==> src/hw/rtl/spc_pkg.sv <==
// Package with the shared constants, types and arithmetic constants of the sweep pulse classifier.
`default_nettype none

package spc_pkg;

  localparam int NUM_SENSORS = 4;
  localparam int STAMP_BITS  = 16;

  localparam int SENSOR_W = 2;
  localparam int STAMP_W  = 16;
  localparam int ANGLE_W  = 15;
  localparam int IDX_W    = (NUM_SENSORS > 1) ? $clog2(NUM_SENSORS) : 1;

  localparam logic [STAMP_W-1:0] STAMP_MASK =
    (STAMP_BITS >= STAMP_W) ? {STAMP_W{1'b1}} : STAMP_W'((64'd1 << STAMP_BITS) - 64'd1);

  localparam logic [STAMP_W-1:0] LIMIT_RESET = 16'd416;

  // The sync quotient (576 * len - 275100) / 50000 is reduced by four and
  // evaluated as a multiply by an exact reciprocal of 12500.
  localparam logic signed [24:0] SYNC_OFFSET = 25'sd68775;
  localparam logic [24:0]        SYNC_RECIP  = 25'd21990233;
  localparam int                 SYNC_SHIFT  = 38;

  // The angle 135 * (start + end) / 1000 is reduced to 27 * sum / 200, with
  // an exact reciprocal of 200.
  localparam logic [22:0] ANG_RECIP = 23'd5368710;
  localparam int          ANG_SHIFT = 30;

  localparam logic [ANGLE_W-1:0] ANGLE_OFFSET = 15'd9000;
  localparam logic [ANGLE_W-1:0] ANGLE_RESET  = 15'h5CD8;

  typedef enum logic [1:0] {
    KIND_BASE_SYNC  = 2'd0,
    KIND_CYCLE_SYNC = 2'd1,
    KIND_SWEEP_X    = 2'd2,
    KIND_SWEEP_Y    = 2'd3
  } pulse_kind_t;

  typedef struct packed {
    pulse_kind_t        kind;
    logic [2:0]         sync_bits;
    logic [ANGLE_W-1:0] angle;
  } pulse_info_t;

  typedef struct packed {
    logic [SENSOR_W-1:0] sensor_id;
    pulse_kind_t         kind;
    logic                axis_bit;
    logic                data_bit;
    logic                skip_bit;
    logic [ANGLE_W-1:0]  x_angle;
    logic [ANGLE_W-1:0]  y_angle;
    logic                pair_ready;
  } result_t;

endpackage

`default_nettype wire

==> src/hw/rtl/sweep_pulse_classifier.sv <==
// Top level of the sweep pulse classifier: input stage, result register and register port.
`default_nettype none

// Each request is one optical pulse (sensor, start and end counts) and yields
// one result carrying the pulse kind and that sensor's flags and angles after
// the pulse. A request is registered, decoded by one pass of logic and written
// into the result register once that register is free, and one request is
// taken every clock while the result register is not stalled. The input
// stage can take one request while a result waits, holding it until the
// result register frees up. The sweep length limit may be written at any idle
// time and resets to 416 counts.

module sweep_pulse_classifier (
  input  wire logic        clk,
  input  wire logic        rst_n,
  input  wire logic        in_tvalid,
  output logic             in_tready,
  input  wire logic [31:0] in_tdata,  // start_count[15:0], end_count[31:16]
  input  wire logic [1:0]  in_tuser,  // sensor_index[1:0]
  output logic             out_tvalid,
  input  wire logic        out_tready,
  // axis_bit[0], data_bit[1], skip_bit[2], x_angle[17:3], y_angle[32:18],
  // pair_ready[33], zero[39:34]
  output logic [39:0]      out_tdata,
  output logic [3:0]       out_tuser, // sensor_id[1:0], pulse_kind[3:2]
  input  wire logic        cfg_valid,
  output logic             cfg_ready,
  input  wire logic [15:0] cfg_data
);

  logic                         s1_valid_r;
  logic                         s1_valid_nxt;
  logic [spc_pkg::SENSOR_W-1:0] s1_sensor_r;
  logic [spc_pkg::STAMP_W-1:0]  s1_start_r;
  logic [spc_pkg::STAMP_W-1:0]  s1_end_r;
  logic                         out_valid_r;
  logic                         out_valid_nxt;
  spc_pkg::result_t             out_r;
  logic [spc_pkg::STAMP_W-1:0]  limit_r;
  logic                         advance;
  logic                         in_take;
  spc_pkg::pulse_info_t         info;
  spc_pkg::result_t             result;

  spc_pulse_math u_math (
    .start_count (s1_start_r),
    .end_count   (s1_end_r),
    .limit       (limit_r),
    .info        (info)
  );

  spc_sensor_state u_state (
    .clk    (clk),
    .rst_n  (rst_n),
    .commit (advance),
    .sensor (s1_sensor_r),
    .info   (info),
    .result (result)
  );

  always_comb begin
    advance   = s1_valid_r && (!out_valid_r || out_tready);
    in_tready = !s1_valid_r || advance;
    in_take   = in_tvalid && in_tready;
    cfg_ready = 1'b1;

    s1_valid_nxt = in_take ? 1'b1 : (advance ? 1'b0 : s1_valid_r);
    if (advance) begin
      out_valid_nxt = 1'b1;
    end else if (out_tready) begin
      out_valid_nxt = 1'b0;
    end else begin
      out_valid_nxt = out_valid_r;
    end

    out_tvalid = out_valid_r;
    out_tuser  = {out_r.kind, out_r.sensor_id};
    out_tdata  = {6'd0, out_r.pair_ready, out_r.y_angle, out_r.x_angle,
                  out_r.skip_bit, out_r.data_bit, out_r.axis_bit};
  end

  always_ff @(posedge clk) begin
    if (!rst_n) begin
      s1_valid_r  <= 1'b0;
      out_valid_r <= 1'b0;
      limit_r     <= spc_pkg::LIMIT_RESET;
    end else begin
      s1_valid_r  <= s1_valid_nxt;
      out_valid_r <= out_valid_nxt;
      if (cfg_valid && cfg_ready) begin
        limit_r <= cfg_data;
      end
    end
  end

  always_ff @(posedge clk) begin
    if (in_take) begin
      s1_sensor_r <= in_tuser;
      s1_start_r  <= in_tdata[15:0];
      s1_end_r    <= in_tdata[31:16];
    end
    if (advance) begin
      out_r <= result;
    end
  end

endmodule

`default_nettype wire

==> src/hw/rtl/spc_pulse_math.sv <==
// Pulse classification, sync bit decode and sweep angle arithmetic.
`default_nettype none

module spc_pulse_math (
  input  wire logic [spc_pkg::STAMP_W-1:0] start_count,
  input  wire logic [spc_pkg::STAMP_W-1:0] end_count,
  input  wire logic [spc_pkg::STAMP_W-1:0] limit,
  output spc_pkg::pulse_info_t             info
);

  logic [spc_pkg::STAMP_W-1:0] s_m;
  logic [spc_pkg::STAMP_W-1:0] e_m;
  logic signed [16:0]          len;
  logic signed [17:0]          len_w;
  logic signed [17:0]          lim_w;
  logic signed [24:0]          len_x;
  logic signed [24:0]          sync_num;
  logic                        sync_pos;
  logic [48:0]                 sync_prod;
  logic [16:0]                 sum;
  logic [21:0]                 ang_num;
  logic [44:0]                 ang_prod;
  logic [spc_pkg::ANGLE_W-1:0] ang_q;

  always_comb begin
    s_m   = start_count & spc_pkg::STAMP_MASK;
    e_m   = end_count & spc_pkg::STAMP_MASK;
    len   = $signed({1'b0, e_m}) - $signed({1'b0, s_m});
    len_w = {len[16], len};
    lim_w = $signed({2'b00, limit});

    len_x     = {{8{len[16]}}, len};
    sync_num  = (len_x <<< 7) + (len_x <<< 4) - spc_pkg::SYNC_OFFSET;
    sync_pos  = !sync_num[24] && (sync_num != 25'sd0);
    sync_prod = sync_num[23:0] * spc_pkg::SYNC_RECIP;

    sum      = {1'b0, s_m} + {1'b0, e_m};
    ang_num  = ({5'd0, sum} << 4) + ({5'd0, sum} << 3) + ({5'd0, sum} << 1) + {5'd0, sum};
    ang_prod = ang_num * spc_pkg::ANG_RECIP;
    ang_q    = ang_prod[spc_pkg::ANG_SHIFT +: spc_pkg::ANGLE_W];

    info.sync_bits = sync_pos ? sync_prod[spc_pkg::SYNC_SHIFT +: 3] : 3'd0;
    info.angle     = ang_q - spc_pkg::ANGLE_OFFSET;

    if (s_m == '0) begin
      info.kind = spc_pkg::KIND_BASE_SYNC;
    end else if (len_w > lim_w) begin
      info.kind = spc_pkg::KIND_CYCLE_SYNC;
    end else begin
      info.kind = spc_pkg::KIND_SWEEP_X;
    end
  end

endmodule

`default_nettype wire

==> src/hw/rtl/spc_sensor_state.sv <==
// Per-sensor flag and angle registers with their update and the result readout.
`default_nettype none

module spc_sensor_state (
  input  wire logic                         clk,
  input  wire logic                         rst_n,
  input  wire logic                         commit,
  input  wire logic [spc_pkg::SENSOR_W-1:0] sensor,
  input  wire spc_pkg::pulse_info_t         info,
  output spc_pkg::result_t                  result
);

  localparam int IW = spc_pkg::IDX_W;

  logic                        axis_r [spc_pkg::NUM_SENSORS];
  logic                        data_r [spc_pkg::NUM_SENSORS];
  logic                        skip_r [spc_pkg::NUM_SENSORS];
  logic [spc_pkg::ANGLE_W-1:0] x_r    [spc_pkg::NUM_SENSORS];
  logic [spc_pkg::ANGLE_W-1:0] y_r    [spc_pkg::NUM_SENSORS];

  logic                        valid;
  logic [IW-1:0]               sel;
  logic                        axis_cur;
  logic                        data_cur;
  logic                        skip_cur;
  logic [spc_pkg::ANGLE_W-1:0] x_cur;
  logic [spc_pkg::ANGLE_W-1:0] y_cur;
  logic                        axis_new;
  logic                        data_new;
  logic                        skip_new;
  logic [spc_pkg::ANGLE_W-1:0] x_new;
  logic [spc_pkg::ANGLE_W-1:0] y_new;
  logic                        pair_new;
  spc_pkg::pulse_kind_t        kind_new;

  always_comb begin
    valid    = 32'(sensor) < 32'(spc_pkg::NUM_SENSORS);
    sel      = IW'(sensor);
    axis_cur = 1'b0;
    data_cur = 1'b0;
    skip_cur = 1'b0;
    x_cur    = '0;
    y_cur    = '0;
    if (valid) begin
      axis_cur = axis_r[sel];
      data_cur = data_r[sel];
      skip_cur = skip_r[sel];
      x_cur    = x_r[sel];
      y_cur    = y_r[sel];
    end

    axis_new = axis_cur;
    data_new = data_cur;
    skip_new = skip_cur;
    x_new    = x_cur;
    y_new    = y_cur;
    pair_new = 1'b0;
    kind_new = info.kind;
    case (info.kind)
      spc_pkg::KIND_BASE_SYNC: begin
        axis_new = info.sync_bits[0];
        data_new = info.sync_bits[1];
        skip_new = info.sync_bits[2];
      end
      spc_pkg::KIND_CYCLE_SYNC: begin
        axis_new = info.sync_bits[0];
      end
      default: begin
        if (axis_cur) begin
          kind_new = spc_pkg::KIND_SWEEP_Y;
          y_new    = info.angle;
          pair_new = 1'b1;
        end else begin
          kind_new = spc_pkg::KIND_SWEEP_X;
          x_new    = info.angle;
        end
      end
    endcase

    result.sensor_id  = sensor;
    result.kind       = kind_new;
    result.axis_bit   = valid & axis_new;
    result.data_bit   = valid & data_new;
    result.skip_bit   = valid & skip_new;
    result.x_angle    = valid ? x_new : '0;
    result.y_angle    = valid ? y_new : '0;
    result.pair_ready = valid & pair_new;
  end

  always_ff @(posedge clk) begin
    if (!rst_n) begin
      for (int i = 0; i < spc_pkg::NUM_SENSORS; i++) begin
        axis_r[i] <= 1'b0;
        data_r[i] <= 1'b0;
        skip_r[i] <= 1'b0;
        x_r[i]    <= spc_pkg::ANGLE_RESET;
        y_r[i]    <= spc_pkg::ANGLE_RESET;
      end
    end else if (commit && valid) begin
      axis_r[sel] <= axis_new;
      data_r[sel] <= data_new;
      skip_r[sel] <= skip_new;
      x_r[sel]    <= x_new;
      y_r[sel]    <= y_new;
    end
  end

endmodule

`default_nettype wire

==> config.mk <==
export PLATFORM = sky130hd
export DESIGN_NAME = sweep_pulse_classifier
export DESIGN_NICKNAME = d
export VERILOG_FILES = /design/src/hw/rtl/spc_pkg.sv /design/src/hw/rtl/sweep_pulse_classifier.sv /design/src/hw/rtl/spc_pulse_math.sv /design/src/hw/rtl/spc_sensor_state.sv
export SDC_FILE = /design/constraint.sdc
export NUM_CORES = 2
export LEC_CHECK = 0
export CAP_MARGIN = 25
export CORE_ASPECT_RATIO = 0.7
export CORE_MARGIN = 2
export CORE_UTILIZATION = 60
export CTS_CLUSTER_SIZE = 30
export DETAILED_ROUTE_END_ITERATION = 16
export DONT_BUFFER_PORTS = 1
export PLACE_DENSITY = 0.81
export SETUP_SLACK_MARGIN = 0.4
export SYNTH_ARGS = -nofsm -noshare
export SYNTH_HDL_FRONTEND = slang
export SYNTH_HIERARCHICAL = 1
export SYNTH_SLANG_ARGS = --single-unit
==> constraint.sdc <==
create_clock -name clk -period 12.15 [get_ports clk]
set_clock_uncertainty 0.05 [all_clocks]
set_input_delay 1.8225 -clock clk [delete_from_list [all_inputs] [get_ports clk]]
set_output_delay 1.8225 -clock clk [all_outputs]
set_load 0.02 [all_outputs]
# After elaboration in Yosys (flattened, before gate mapping)

Memory sizes are Yosys's and may differ from the RTL's. A register that Yosys moved wholly into a read port is not among the register bits.
Cells that the tools add are included.
Widths: inputs -> output; s select.

Multiply operators: 2
Mux-type cells: 41
$add $sub $neg: 8
Eq/ne operators: 1
Reductions and logical operators: 19
Order comparisons: 1

Operators by type and width:

| cell                   | number |
|---|---|
| $mux 15                | 6 |
| $mul 22x22->44 const B | 1 |
| $mul 24x25->41 const B | 1 |
| $reduce_or 15->1       | 2 |
| $mux 2                 | 13 |
| $add 24x21->25         | 1 |
| $reduce_bool 25->1     | 1 |
| $sub 25x18->25 const B | 1 |
| $add 21x20->22         | 1 |
| $add 22x17->22         | 1 |
| $add 22x18->22         | 1 |
| $mux 1                 | 21 |
| $add 16x16->17         | 1 |
| $gt 17x17->1           | 1 |
| $sub 16x16->17         | 1 |
| $logic_not 16->1       | 1 |
| $sub 15x14->15 const B | 1 |
| $reduce_bool 2->1      | 2 |
| $logic_and 1x1->1      | 3 |
| $logic_not 1->1        | 3 |
| $mux 3                 | 1 |
| $reduce_or 1->1        | 3 |
| $eq 2x1->1 const B     | 1 |
| $logic_not 2->1        | 1 |
| other kinds (2)        | 3 |

Output and inout bits: 47
Input bits: 55
Memories kept: 5
Bits in registers: 90
Word-level logic and storage cells: 91
RAM bits: 132

Memory list:

| name           | depth | bits a word | read ports | clocked after memory_dff | wr ports | line                   | RTL |
|---|---|---|---|---|---|---|---|
| u_state.x_r    | 4     | 15          | 1          | 1                        | 4        | spc_sensor_state.sv:18 | `logic [spc_pkg::ANGLE_W-1:0] x_r [spc_pkg::NUM_SENSORS];` |
| u_state.y_r    | 4     | 15          | 1          | 1                        | 4        | spc_sensor_state.sv:19 | `logic [spc_pkg::ANGLE_W-1:0] y_r [spc_pkg::NUM_SENSORS];` |
| u_state.axis_r | 4     | 1           | 1          | 1                        | 4        | spc_sensor_state.sv:15 | `logic axis_r [spc_pkg::NUM_SENSORS];` |
| u_state.data_r | 4     | 1           | 1          | 1                        | 4        | spc_sensor_state.sv:16 | `logic data_r [spc_pkg::NUM_SENSORS];` |
| u_state.skip_r | 4     | 1           | 1          | 1                        | 4        | spc_sensor_state.sv:17 | `logic skip_r [spc_pkg::NUM_SENSORS];` |

# Logic depth before layout (Yosys ltp)

Depth in word-level cells: 9
Gate-level depth with buffers: 56
Mapped depth without buffers: 56

# Modules after synthesis

Netlist, hierarchy kept.

Modules (own cells, without submodules):

| module                 | cells an instance | seq. area each (sq um) | instances | area an instance (sq um) |
|---|---|---|---|---|
| spc_pulse_math         | 2211              | 0.0                    | 1         | 20941.3 |
| spc_sensor_state       | 478               | 3873.7                 | 1         | 6261.0 |
| sweep_pulse_classifier | 141               | 2522.4                 | 1         | 2915.3 |

# Least setup slack after synthesis

OpenSTA, ideal clock, no wires.

Kind: register to register
From: register s1_start_r[0] in the netlist's numbering
To: memory u_state/x_r[0][14] in the netlist's numbering, data pin
Stages on the path, launching flop included: 51
Required time: 11961 ps
Path buffers: 0
Library setup time: 139 ps
Data arrival time: 11551 ps
Setup slack: 409 ps
Period minus slack after synthesis: 11741 ps
Path through: edfxtp_1 > ha_1 > fa_1 > nand2b_1 > a21oi_1 > o21ai_0 > a21oi_1 > nor2_1 > o21bai_1 > a21oi_1 > o21bai_1 > a2111oi_0 > nor2_1 > xnor2_2 > xor2_1 > ha_1 > o21ba_2 > fa_1 > [... 15 more ...] > fa_1 > ha_1 > ha_1 > a21oi_4 > a21boi_1 > a311o_1 > o2bb2ai_1 > nor3_1 > o21a_1 > o31ai_1 > a221oi_2 > a2bb2oi_2 > o21ai_1 > a221o_1 > xnor2_1 > inv_1 > or3_1 > nand3_1

RTL lines:

| what                     | line                         | RTL |
|---|---|---|
| start: declaration       | sweep_pulse_classifier.sv:34 | `logic [spc_pkg::STAMP_W-1:0] s1_start_r;` |
| start signal: assignment | sweep_pulse_classifier.sv:99 | `s1_start_r <= in_tdata[15:0];` |
| end: declaration         | spc_sensor_state.sv:18       |  |

==> metrics.txt <==
outcome=complete, but fails checks; failing checks=negative setup slack; CP max FO=5; CP startpoint=s1_start_r[2]$_DFFE_PP_; gpl congestion=around 1; post-synthesis cell type count=93; Synth Area per Inst=about 11 sq um; # IOs=between 100 and 150; gr usage total=around 31%; max cap viols=0; clock latency on the worst-skew pair=approximately 560 ps; Wirelength per Cell=roughly 22 um; critical path's slowest cell=fa_1; Worst path max stage delay=600 ps; Crit Path Class=reg2reg; Worst Max-Slew Pin Slew=between 900 and 1000 ps; Post-synth EDFFs=195; Fmax=roughly 0.08 GHz; ratio of cells with drive above 1 in the final layout=roughly 18%; Setup TNS=-2938 ps; Hold Vio Cnt, Final=0; min-delay worst type=reg2reg; first-pass GRT wire length=125,200 um; area leader, netlist=fa_1; initial antenna violation count=6; Final min period=~12,000 ps; ANT nets after route=0; grt peak-use layer=met2; GR Util met3=~6.7%; core box area=~49,000 sq um; Synth Register Bits=around 220; relative slew slack=between 30% and 40%; DRT Wirelength=just over 80,000 um; DR vias=between 20,000 and 25,000; CTS tree=done; largest net degree at the start of global routing=62; cts bufs inserted=22; post-synthesis instance total=~2,800; die area=roughly 52,000 sq um; Clock Path Buffers=3; most used flip-flop cell after synthesis=edfxtp_1; Final #Nets=~4,000; hold_ws=429.4 ps; HPWL Detailed=approximately 63,000 um; GRT met1 Usage=between 40% and 50%; critical path launch point type=flip-flop; Arrival @ worst endpoint=12,770 ps; fin crit share=102.3%; drt drc=0; Pre-Repair DR Iteration Count=7; Reg clk slew, reported paths=approximately 60 ps; most frequent cell on the critical path=fa_1; Area contributors post-synth=fa_1 25%, ha_1 22%, edfxtp_1 19%, inv_1 8.8%, xnor2_1 3.2%; # hold bufs at CTS=0; Buffers on Ports=0; final setup fails=21; Slew Viols, Final=0; element type at the critical path end=flip-flop; clk root buf=clkbuf_16; synthesized cell area=30,120 sq um; cell row count=between 60 and 70; 1st-iter DRT viols=about 2,000; H-tree Lvls=1; Initial Util=about three fifths; Global Route met2 Usage=47.46%; Async S/R FF share, synth=0%; RSZ-0062 raised after global routing=yes; sequential area share after synthesis=21.24%; Die Y=between 150 and 200 um; total grt overflow=0; CTS sink count=around 220; die width=about 270 um; Final WS setup=-281.9 ps; Layout area overhead=14.49%; Hold Crit Start=u_state/data_r[1]$_DFF_P_; WP data required=between 10,000 and 15,000 ps; post-synth top area share=25.33%; Via-to-Cell Ratio=5.853; Yosys warning count=6; vias in the first global route=between 20,000 and 25,000; worst r2r src=s1_start_r[2]$_DFFE_PP_
-- layout make-up --
class | count | area [sq um]
Tap cell | 665 | 832.0
Antenna cell | 5 | 12.51
Fill cell | 3381 | 14950
Sequential cell | 222 | 6396
Clock buffer | 25 | 561.8
Timing Repair Buffer | 193 | 1553
Inverter | 709 | 2668
Multi-Input combinational cell | 1841 | 22360
Clock inverter | 12 | 102.6
-- flip-flops by register name, indices dropped and copies added, names as in the netlist --
| name | flops |
|---|---|
| limit_r | 16 |
| out_tdata | 34 |
| out_tuser | 4 |
| out_tvalid | 1 |
| s1_end_r | 16 |
| s1_sensor_r | 2 |
| s1_start_r | 16 |
| s1_valid_r | 1 |
| u_state/axis_r | 4 |
| u_state/data_r | 4 |
| u_state/skip_r | 4 |
| u_state/x_r | 60 |
| u_state/y_r | 60 |
-- worst paths after layout --
| check | end | slack (ps) | depth (start not counted) |
|---|---|---|---|
| max | u_state/x_r[2][14]$_SDFFCE_PN1P_ | -280 | 52 |
| min reg2reg | u_state/data_r[1]$_DFF_P_ | 430 | 2 |
| max reg2reg | u_state/x_r[2][14]$_SDFFCE_PN1P_ | -280 | 52 |
| min | u_state/data_r[1]$_DFF_P_ | 430 | 2 |
-- what timing repair did --
action,4_1_cts,5_1_grt
gates resized for setup,120,179
pin swaps,82,148
endpoints found under the setup margin,138,142
setup buffers,33,47
-- cells in the mapped netlist (12+ instances only) --
cell type  instances
nor2_1            62
nor2b_1           27
nand2_1           78
a21o_1            20
o21ai_1           12
buf_4             14
inv_1            708
fa_1             381
dfxtp_1           27
nand3_1          105
xor2_1            23
nor3_1            25
a21bo_2           15
nand2b_1          13
nand4_1           12
a21oi_1          118
o21ai_0           61
clkbuf_1          28
ha_1             535
or3_1             16
edfxtp_1         195
o21bai_1          16
and2_1            12
mux2i_1           21
o21a_1            19
mux4_2            33
buf_2             13
xnor2_1          109
-- worst max-delay path, delay by kind of cell (launching register included) --
kind / cells / cell delay [ps]
adder cells (fa/ha/maj): 12 / 5090
XOR/XNOR: 2 / 330
flip-flops: 1 / 370
AO/OA/AOI/OAI: 13 / 2910
buffers and inverters: 12 / 1240
AND/OR/NAND/NOR: 13 / 2270
-- layout by cell type, fill, tap and decap left out, types with 22 or more instances in the layout --
| cell type | synthesis | routed |
|---|---|---|
| inv_1 | 708 | 687 |
| ha_1 | 535 | 494 |
| fa_1 | 381 | 366 |
| edfxtp_1 | 195 | 195 |
| buf_4 | 14 | 172 |
| a21oi_1 | 118 | 91 |
| nand3_1 | 105 | 89 |
| xnor2_1 | 109 | 76 |
| nand2_1 | 78 | 67 |
| nor2_1 | 62 | 54 |
| o21ai_0 | 61 | 48 |
| ha_4 | 0 | 34 |
| mux4_2 | 33 | 33 |
| dfxtp_1 | 27 | 27 |
| nor2b_1 | 27 | 26 |
| a21oi_2 | 1 | 24 |
| xnor2_2 | 2 | 24 |
| clkbuf_16 | 0 | 22 |
-- per-layer routing --
metal / share of wire [%] / up-vias
met1: 43 / 10750
met5: 0.027 / -
met3: 9.8 / 150
li1: - / 9575
met4: 2.2 / 4
met2: 44 / 1013
-- cells by family (layout without fill, tap and decap cells) --
family	Yosys count	after routing	synth area share, %
fa+ha+maj	918	918	47.62
mux	54	54	3.166
buf+inv	772	939	9.937
compound gates	342	342	7.482
xor+xnor	135	135	4.001
simple gates	385	385	6.535
other cells	2	12	0.02494
flops	222	222	21.24
-- metrics by stage --
step | util, % | std cells | instance area [sq um] | worst slack [ps]
4_1_cts | 67.02 | 3619 | 33130 | 317.4
3_5_place_dp | 63.78 | 3549 | 31530 | -646.0
3_3_place_gp | 63.72 | 3546 | 31500 | -308.0
2_1_floorplan | - | 2835 | 30140 | 409.3
6_report | 69.75 | 3672 | 34480 | -281.9
5_1_grt | 69.75 | 3671 | 34480 | -588.8
Power is left out: the tool's default activity adds up to more than one toggle a clock period on the data nets, which glitch-free logic cannot reach.
